$ cat src/sv/ptch_pkg.sv
// shared types and constants of the probe class histogram
package ptch_pkg;

  localparam int unsigned NUM_PROBE_FIELDS = 6;
  localparam int unsigned MISMATCH_W = 11;
  localparam int unsigned CODE_W = 10;
  localparam int unsigned OUT_COUNT_W = 16;
  localparam int unsigned CFG_ADDR_W = 4;
  localparam int unsigned CFG_DATA_W = 32;

  // operation codes of an input beat; the spare code behaves as a read
  typedef enum logic [1:0] {
    OP_CLASSIFY = 2'd0,
    OP_READ     = 2'd1,
    OP_CLEAR    = 2'd2,
    OP_SPARE    = 2'd3
  } op_code_t;

  // configuration register indexes (byte address = 4 * index)
  typedef enum logic [1:0] {
    REG_PROBE_COUNT = 2'd0,
    REG_ALLOWED     = 2'd1,
    REG_GREYZONE    = 2'd2,
    REG_OUTSIDE     = 2'd3
  } reg_index_t;

  // base-3 digit weights, probe 0 least significant
  localparam logic [CODE_W-1:0] POW3 [NUM_PROBE_FIELDS] = '{
    10'd1, 10'd3, 10'd9, 10'd27, 10'd81, 10'd243
  };

  typedef struct packed {
    logic [1:0]            operation;
    logic                  species_present;
    logic                  is_marked;
    logic [MISMATCH_W-1:0] mismatch_p0;
    logic [MISMATCH_W-1:0] mismatch_p1;
    logic [MISMATCH_W-1:0] mismatch_p2;
    logic [MISMATCH_W-1:0] mismatch_p3;
    logic [MISMATCH_W-1:0] mismatch_p4;
    logic [MISMATCH_W-1:0] mismatch_p5;
    logic [CODE_W-1:0]     bin_index;
  } in_beat_t;

  typedef struct packed {
    logic [CODE_W-1:0]      code;
    logic [OUT_COUNT_W-1:0] marked_count;
    logic [OUT_COUNT_W-1:0] unmarked_count;
  } out_beat_t;

endpackage

$ cat src/sv/ptch_classify.sv
// per-probe ternary classification and base-3 code forming
module ptch_classify #(
  parameter int unsigned MAX_PROBES = 6
) (
  input  ptch_pkg::in_beat_t           beat,
  input  logic [2:0]                   probe_count,
  input  logic [23:0]                  allowed_mismatches,
  input  logic [7:0]                   greyzone,
  input  logic [7:0]                   outside_difference,
  output logic [ptch_pkg::CODE_W-1:0]  code
);
  import ptch_pkg::*;

  localparam logic [2:0] MaxP = 3'(MAX_PROBES);

  logic [MISMATCH_W-1:0] mism [NUM_PROBE_FIELDS];
  logic [2:0]            active;

  assign mism[0] = beat.mismatch_p0;
  assign mism[1] = beat.mismatch_p1;
  assign mism[2] = beat.mismatch_p2;
  assign mism[3] = beat.mismatch_p3;
  assign mism[4] = beat.mismatch_p4;
  assign mism[5] = beat.mismatch_p5;

  assign active = (probe_count > MaxP) ? MaxP : probe_count;

  always_comb begin
    logic [8:0]        low_lim;
    logic [9:0]        high_lim;
    logic [CODE_W-1:0] acc;
    acc = '0;
    for (int j = 0; j < NUM_PROBE_FIELDS; j++) begin
      // allowed count is integral, scaled by 16 to match the mismatch format
      low_lim  = {1'b0, allowed_mismatches[4*j +: 4], 4'b0000} + {1'b0, greyzone};
      high_lim = {1'b0, low_lim} + {2'b00, outside_difference};
      if (3'(j) < active) begin
        if (mism[j] <= {2'b00, low_lim}) begin
          acc = acc;
        end else if (mism[j] <= {1'b0, high_lim}) begin
          acc = acc + POW3[j];
        end else begin
          acc = acc + CODE_W'({POW3[j], 1'b0});
        end
      end
    end
    code = acc;
  end

endmodule

$ cat config.mk
export PLATFORM = sky130hd
export DESIGN_NAME = ptch_classify
export DESIGN_NICKNAME = d
export VERILOG_FILES = /design/src/sv/ptch_pkg.sv /design/src/sv/ptch_classify.sv
export SDC_FILE = /design/constraint.sdc
export NUM_CORES = 1
export LEC_CHECK = 0
export ABC_AREA = 1
export BUFFER_PORTS_ARGS = -buffer_cell sky130_fd_sc_hd__buf_2
export CAP_MARGIN = 10
export CORE_AREA = 2 2 171 156
export DETAILED_ROUTE_END_ITERATION = 8
export DIE_AREA = 0 0 173 158
export PLACE_DENSITY = 0.52
export SETUP_SLACK_MARGIN = 0.15
export SYNTH_ARGS = -nofsm -noshare
export SYNTH_HDL_FRONTEND = slang
export SYNTH_SLANG_ARGS = --single-unit
$ cat constraint.sdc
create_clock -name vclk -period 11.9
set_input_delay 2.38 -clock vclk [all_inputs]
set_output_delay 2.38 -clock vclk [all_outputs]
set_load 0.05 [all_outputs]
==> summary.md, run 1 <==
| Metric | Value |
|---|---|
| Per-cell via count in the routed design | `between 4 and 5` |
| Starting DRT DRC Count | `226` |
| Unrepaired setup endpoints after global routing | `no` |
| Proportion of power drawn by combinational gates | `1.000` |
| Hold worst-path end | `code[9]` |
| Vias post-DR | `roughly 6,400` |
| Net load switching power | `0.453 mW` |
| Cell internal pwr | `0.270 mW` |
| Number of hold-repair buffers added at the cts stage | `0` |
| Estimated wirelength of the detail-placed design | `17.6 mm` |
| Number of endpoints failing setup at the final stage | `0` |
| Final clock period utilization by the worst path | `0.941` |
| DRC violation count after routing | `0` |
| Port bufs | `119` |
| Max-capacitance violation count | `0` |
| # nets final | `1,394` |
| Time the final worst path needs with I/O delays and setup | `11,200 ps` |
| Die width | `173 µm` |
| Max FO, Critical Path | `5` |
| Standard-cell rows | `56` |
| Overflow after GRT | `0` |
| Die ar. | `around 27,000 µm²` |
| Setup TNS | `0 ps` |
| Pin count of the biggest net entering global routing | `11` |
| Startpoint Class | `input port` |
| WL final | `about 20 mm` |
| Final design instance area without fill | `between 7000 and 8000 µm²` |
| Hold Path Class | `in2out` |
| Pleak | `4.21 nW` |
| Sequential cell count | `0` |
| Inst Count DP | `1,428` |
| Antenna violations before repair | `5` |
| GRT Util Overall | `0.142` |
| Sequential standard cell area | `0 µm²` |
| Count of clock-net buffers in the final layout | `0` |
| Delay of the slowest cell on the worst path | `~540 ps` |
| Final hold violations | `0` |
| Number of iterations in the first detailed-routing pass | `5` |
| Hold path startpoint | `probe_count[1]` |
| Synthesized netlist cell count | `around 950` |
| Layer with the highest usage after global routing | `met2` |
| Met3 Usage GRT | `0.0130` |
| Status | `finished, final reports clean` |
| Share of synthesized area occupied by flip-flops and latches | `0` |
| Y dimension of the die | `about 160 µm` |
| Post-Synthesis Net Count | `1,262` |
| Cell variety after synth | `47` |
| Met1 Use GR | `0.190` |
| Post-place instance area | `7410 µm²` |
| GR Util met2 | `0.254` |
| Post-Syn Area | `roughly 6300 µm²` |
| Arrival time reported for the critical path endpoint | `8820 ps` |
| Initial standard-cell utilization of the core | `0.246` |
| Worst Tran Pin Value | `around 560 ps` |
| Tightest slew margin relative to the limit | `0.625` |
| I/O pins | `133` |
| Global-route wire length before repair | `31.2 mm` |
| Number of warnings printed during yosys synthesis | `0` |
| Number of routed nets with antenna violations | `0` |
| Area inside the core boundary | `between 20,000 and 30,000 µm²` |
| Cell with the largest stage delay on the worst path | `sky130_fd_sc_hd__fa_2` |
| Placer's final routability congestion estimate | `0.849` |
| Fmax achieved | `just under 90 MHz` |
| Syn-to-layout area delta | `18.8%` |
| Clock network fraction of design power | `0` |
| Total power per unit cell area | `96.7 nW/µm²` |
| Average wire length per cell after detail routing | `~14 µm` |
| Via count of the first global-routing pass | `6,184` |
| Final cell count without fillers | `roughly 1,400` |
| Fin Hold WS | `5440 ps` |
| Switching portion of total power | `0.626` |
| Count of pins over their slew limit | `0` |
| Post-synthesis average cell area | `approximately 6.6 µm²` |
| Fraction of layout cells with a size suffix above 1 | `0.212` |
| Crit path required time | `between 9000 and 10,000 ps` |
| Maximum vdd ir drop | `0.0328 mV` |
| Worst Setup Path Type | `in2out` |
| Critical Path Sink Type | `primary output` |
| Instance count along the most critical hold path | `6` |
| Layout Utilization | `0.292` |
| Power share of the sequential group | `0` |
[cells in the final DEF (no fill, tap or decap), drive strengths merged, types with 14 or more instances in the layout]
| cell | instances |
|---|---|
| a21oi | 81 |
| buf | 130 |
| ha | 181 |
| inv | 163 |
| nand2 | 217 |
| nand3 | 70 |
| nand4 | 21 |
| nor2 | 65 |
| o21ai | 40 |
| o21bai | 14 |
| xnor2 | 15 |
| xor2 | 39 |
[worst max path at each step]
stage | startpoint | end | slack, ps
floorplan | allowed_mismatches[0] | code[2] | 470
global placement | greyzone[4] | code[7] | 370
detailed placement | greyzone[4] | code[7] | 310
CTS | greyzone[4] | code[7] | 290
global route | greyzone[4] | code[2] | 160
finish | greyzone[4] | code[7] | 700
[through the flow]
step / power, mW / setup slack, ps
after floorplan: 0.542 / 468
after global placement: 0.704 / 369
after detailed placement: 0.713 / 308
after CTS: 0.717 / 286
after global routing: 0.829 / 157
final: 0.723 / 700
[power by group through the flow]
stage | sequential (mW) | clock (mW) | combinational (mW)
after global placement | 0 | 0 | 0.704
after detailed placement | 0 | 0 | 0.713
after floorplan | 0 | 0 | 0.542
after global routing | 0 | 0.0000000112 | 0.829
final | 0 | 0.0000000225 | 0.723
after CTS | 0 | 0 | 0.717
[routing by layer]
| metal | wire length (µm) | vias up |
|---|---|---|
| met5 | 23 | - |
| met3 | 777 | 12 |
| met1 | 9560 | 2806 |
| li1 | - | 3436 |
| met4 | 270 | 4 |
| met2 | 8930 | 117 |
[cells by family after synthesis]
family | share of synthesized area
buf+inv | 0.0987
fa+ha+maj | 0.382
simple gates | 0.307
compound gates | 0.135
xor+xnor | 0.0775
[timing repair]
item                                   4_1_cts  5_1_grt
buffers inserted                             0        1
gates resized for setup                      0       18
endpoints found under the hold margin        0        0
setup endpoints to repair                    0        7
[synth_stat cells (all sizes together), types with 2 or more instances]
library cell	instances	area (µm²)
a211oi	4	30.0
a21o	4	30.0
a21oi	81	420
a31oi	2	12.5
fa	7	140
ha	181	2260
inv	163	614
nand2	217	931
nand3	70	435
nand3b	2	18.8
nand4	21	138
nor2	65	293
nor3	4	20.0
o21ai	40	204
o21bai	14	105
or2	11	71.3
or4	3	22.5
xnor2	15	139
xor2	39	349
[critical path, delay by kind of cell]
family | cells | cell delay (ps)
compound gates | 4 | 450
xor+xnor | 1 | 150
fa+ha+maj | 9 | 2550
buf+inv | 12 | 840
simple gates | 28 | 2450
[cell type report]
type                            count  area (µm²)
Antenna cell                        2        5.00
Inverter                          164         618
Tap cell                          348         435
Timing Repair Buffer              131         694
Multi-Input combinational cell    786        5730
Fill cell                        2940       18200
(Power assumes the default switching activity.)
==> run 2, diff against run 1 <==
Settings changed: PLACE_DENSITY 0.52 to 0.51.
==> run 2 against run 1 <==
Via count fell by 1.4%. Cell count stayed put. Combinational power hardly changed. Largest power group unchanged. Final area shrank 0.22%. Fmax decreased by 0.47%. Global-route usage decreased by 0.33 points. Utilization shrank 0.063 points. Power shrank 0.24%. Highest routed layer unchanged. Critical path depth shrank 2. Count of clock-buffer cells in the layout is the same. Die area unchanged. Setup slack lost 53 ps.
==> summary.md, run 2 (synthesized netlist as in run 1, its figures left out) <==
| Metric | Value |
|---|---|
| Setup TNS | `0 ps` |
| Startpoint Class | `input port` |
| Status | `finished, final reports clean` |
| Global-route wire length before repair | `approximately 30 mm` |
| Overflow after GRT | `0` |
| Crit path required time | `9520 ps` |
| Maximum vdd ir drop | `0.0406 mV` |
| Fraction of layout cells with a size suffix above 1 | `0.210` |
| Worst Setup Path Type | `in2out` |
| Standard-cell rows | `between 50 and 60` |
| Count of clock-net buffers in the final layout | `0` |
| Sequential standard cell area | `0 µm²` |
| Y dimension of the die | `approximately 160 µm` |
| Worst Tran Pin Value | `roughly 640 ps` |
| Port bufs | `119` |
| Estimated wirelength of the detail-placed design | `17.6 mm` |
| Vias post-DR | `roughly 6,300` |
| Number of routed nets with antenna violations | `0` |
| Syn-to-layout area delta | `18.5%` |
| Per-cell via count in the routed design | `4.39` |
| Final hold violations | `0` |
| Number of iterations in the first detailed-routing pass | `4` |
| Starting DRT DRC Count | `200` |
| Fin Hold WS | `5430 ps` |
| Pin count of the biggest net entering global routing | `12` |
| Layout Utilization | `0.291` |
| Total power per unit cell area | `slightly below 100 nW/µm²` |
| Average wire length per cell after detail routing | `about 14 µm` |
| # nets final | `1,394` |
| Placer's final routability congestion estimate | `0.868` |
| Tightest slew margin relative to the limit | `0.574` |
| Instance count along the most critical hold path | `6` |
| GRT Util Overall | `0.138` |
| Hold Path Class | `in2out` |
| Final clock period utilization by the worst path | `0.946` |
| Commonest cells after routing, fill and taps aside | `sky130_fd_sc_hd__nand2_1 (184), sky130_fd_sc_hd__ha_1 (180), sky130_fd_sc_hd__inv_1 (147)` |
| Delay of the slowest cell on the worst path | `510 ps` |
| Fmax achieved | `roughly 89 MHz` |
| WL final | `19.4 mm` |
| Cell with the largest stage delay on the worst path | `sky130_fd_sc_hd__fa_1` |
| Overall power after layout | `0.721 mW` |
| Worst setup endpoint | `code[9]` |
| I/O pins | `133` |
| Unrepaired setup endpoints after global routing | `yes` |
| Leading cell type in the layout, fill and taps excluded | `sky130_fd_sc_hd__nand2_1` |
| Pleak | `4.20 nW` |
| Count of filler cells inserted in the layout | `roughly 2,900` |
| Die width | `between 150 and 200 µm` |
| Sequential cell count | `0` |
| Count of pins over their slew limit | `0` |
| Die ar. | `27,300 µm²` |
| Time the final worst path needs with I/O delays and setup | `11,250 ps` |
| Antenna violations before repair | `6` |
| Area inside the core boundary | `25,600 µm²` |
| Initial standard-cell utilization of the core | `0.246` |
| Number of endpoints failing setup at the final stage | `0` |
| Arrival time reported for the critical path endpoint | `8870 ps` |
| Via count of the first global-routing pass | `5,893` |
| CP most frequent cell | `sky130_fd_sc_hd__inv_1` |
| DRC violation count after routing | `0` |
| Max-capacitance violation count | `0` |
| Critical Path Sink Type | `primary output` |
| Max FO, Critical Path | `5` |
| Critical path startpoint | `greyzone[4]` |
run 2: repair_timing:
item,4_1_cts,5_1_grt
hold endpoints to repair,0,0
hold buffers,0,0
resized for setup,0,17
buffers inserted,0,1
setup endpoints to repair,0,7
run 2: layout make-up:
type | count | area, µm² | area share
Multi-Input combinational cell | 786 | 5710 | 0.765
Timing Repair Buffer | 131 | 694 | 0.0931
Inverter | 164 | 618 | 0.0828
Tap cell | 348 | 435 | 0.0584
Antenna cell | 2 | 5.00 | 0.000671
run 2: through the flow:
stage	area [µm²]	setup slack, ps	std cells
CTS	7410	317	1428
finish	7460	647	1431
global route	7460	79.6	1429
detailed placement	7410	337	1428
floorplan	6300	468	951
global placement	7410	367	1428
run 2: worst min-delay path by stage:
stage	slack [ps]	start	to
6_report	5430	probe_count[1]	code[9]
5_1_grt	5480	probe_count[1]	code[9]
4_1_cts	5450	probe_count[1]	code[9]
3_5_place_dp	5450	probe_count[1]	code[9]
3_3_place_gp	5440	probe_count[1]	code[9]
2_1_floorplan	5120	probe_count[2]	code[9]
run 2: where the power goes:
part	total [mW]	leakage (nW)	switching (mW)	internal, mW
clock	0.0000000225	0.0000127	0	0.0000000225
sequential	0	0	0	0
combinational	0.721	4.20	0.450	0.271
run 2: critical path, delay by kind of cell:
kind / cells / cell delay, ps
AOI/OAI and AO/OA: 5 / 610
and+or+nand+nor: 25 / 2230
buffers and inverters: 12 / 980
adders and majority gates: 9 / 2540
xor gates and xnor gates: 1 / 140
run 2: per-layer routing:
metal	wire (µm)	share of wire	vias to the layer above	global-route usage
li1	-	-	3443	-
met1	9580	0.49	2724	0.187
met2	9150	0.47	100	0.254
met3	646	0.033	8	0.0132
met4	4	0.00021	8	0
met5	55	0.0028	-	0
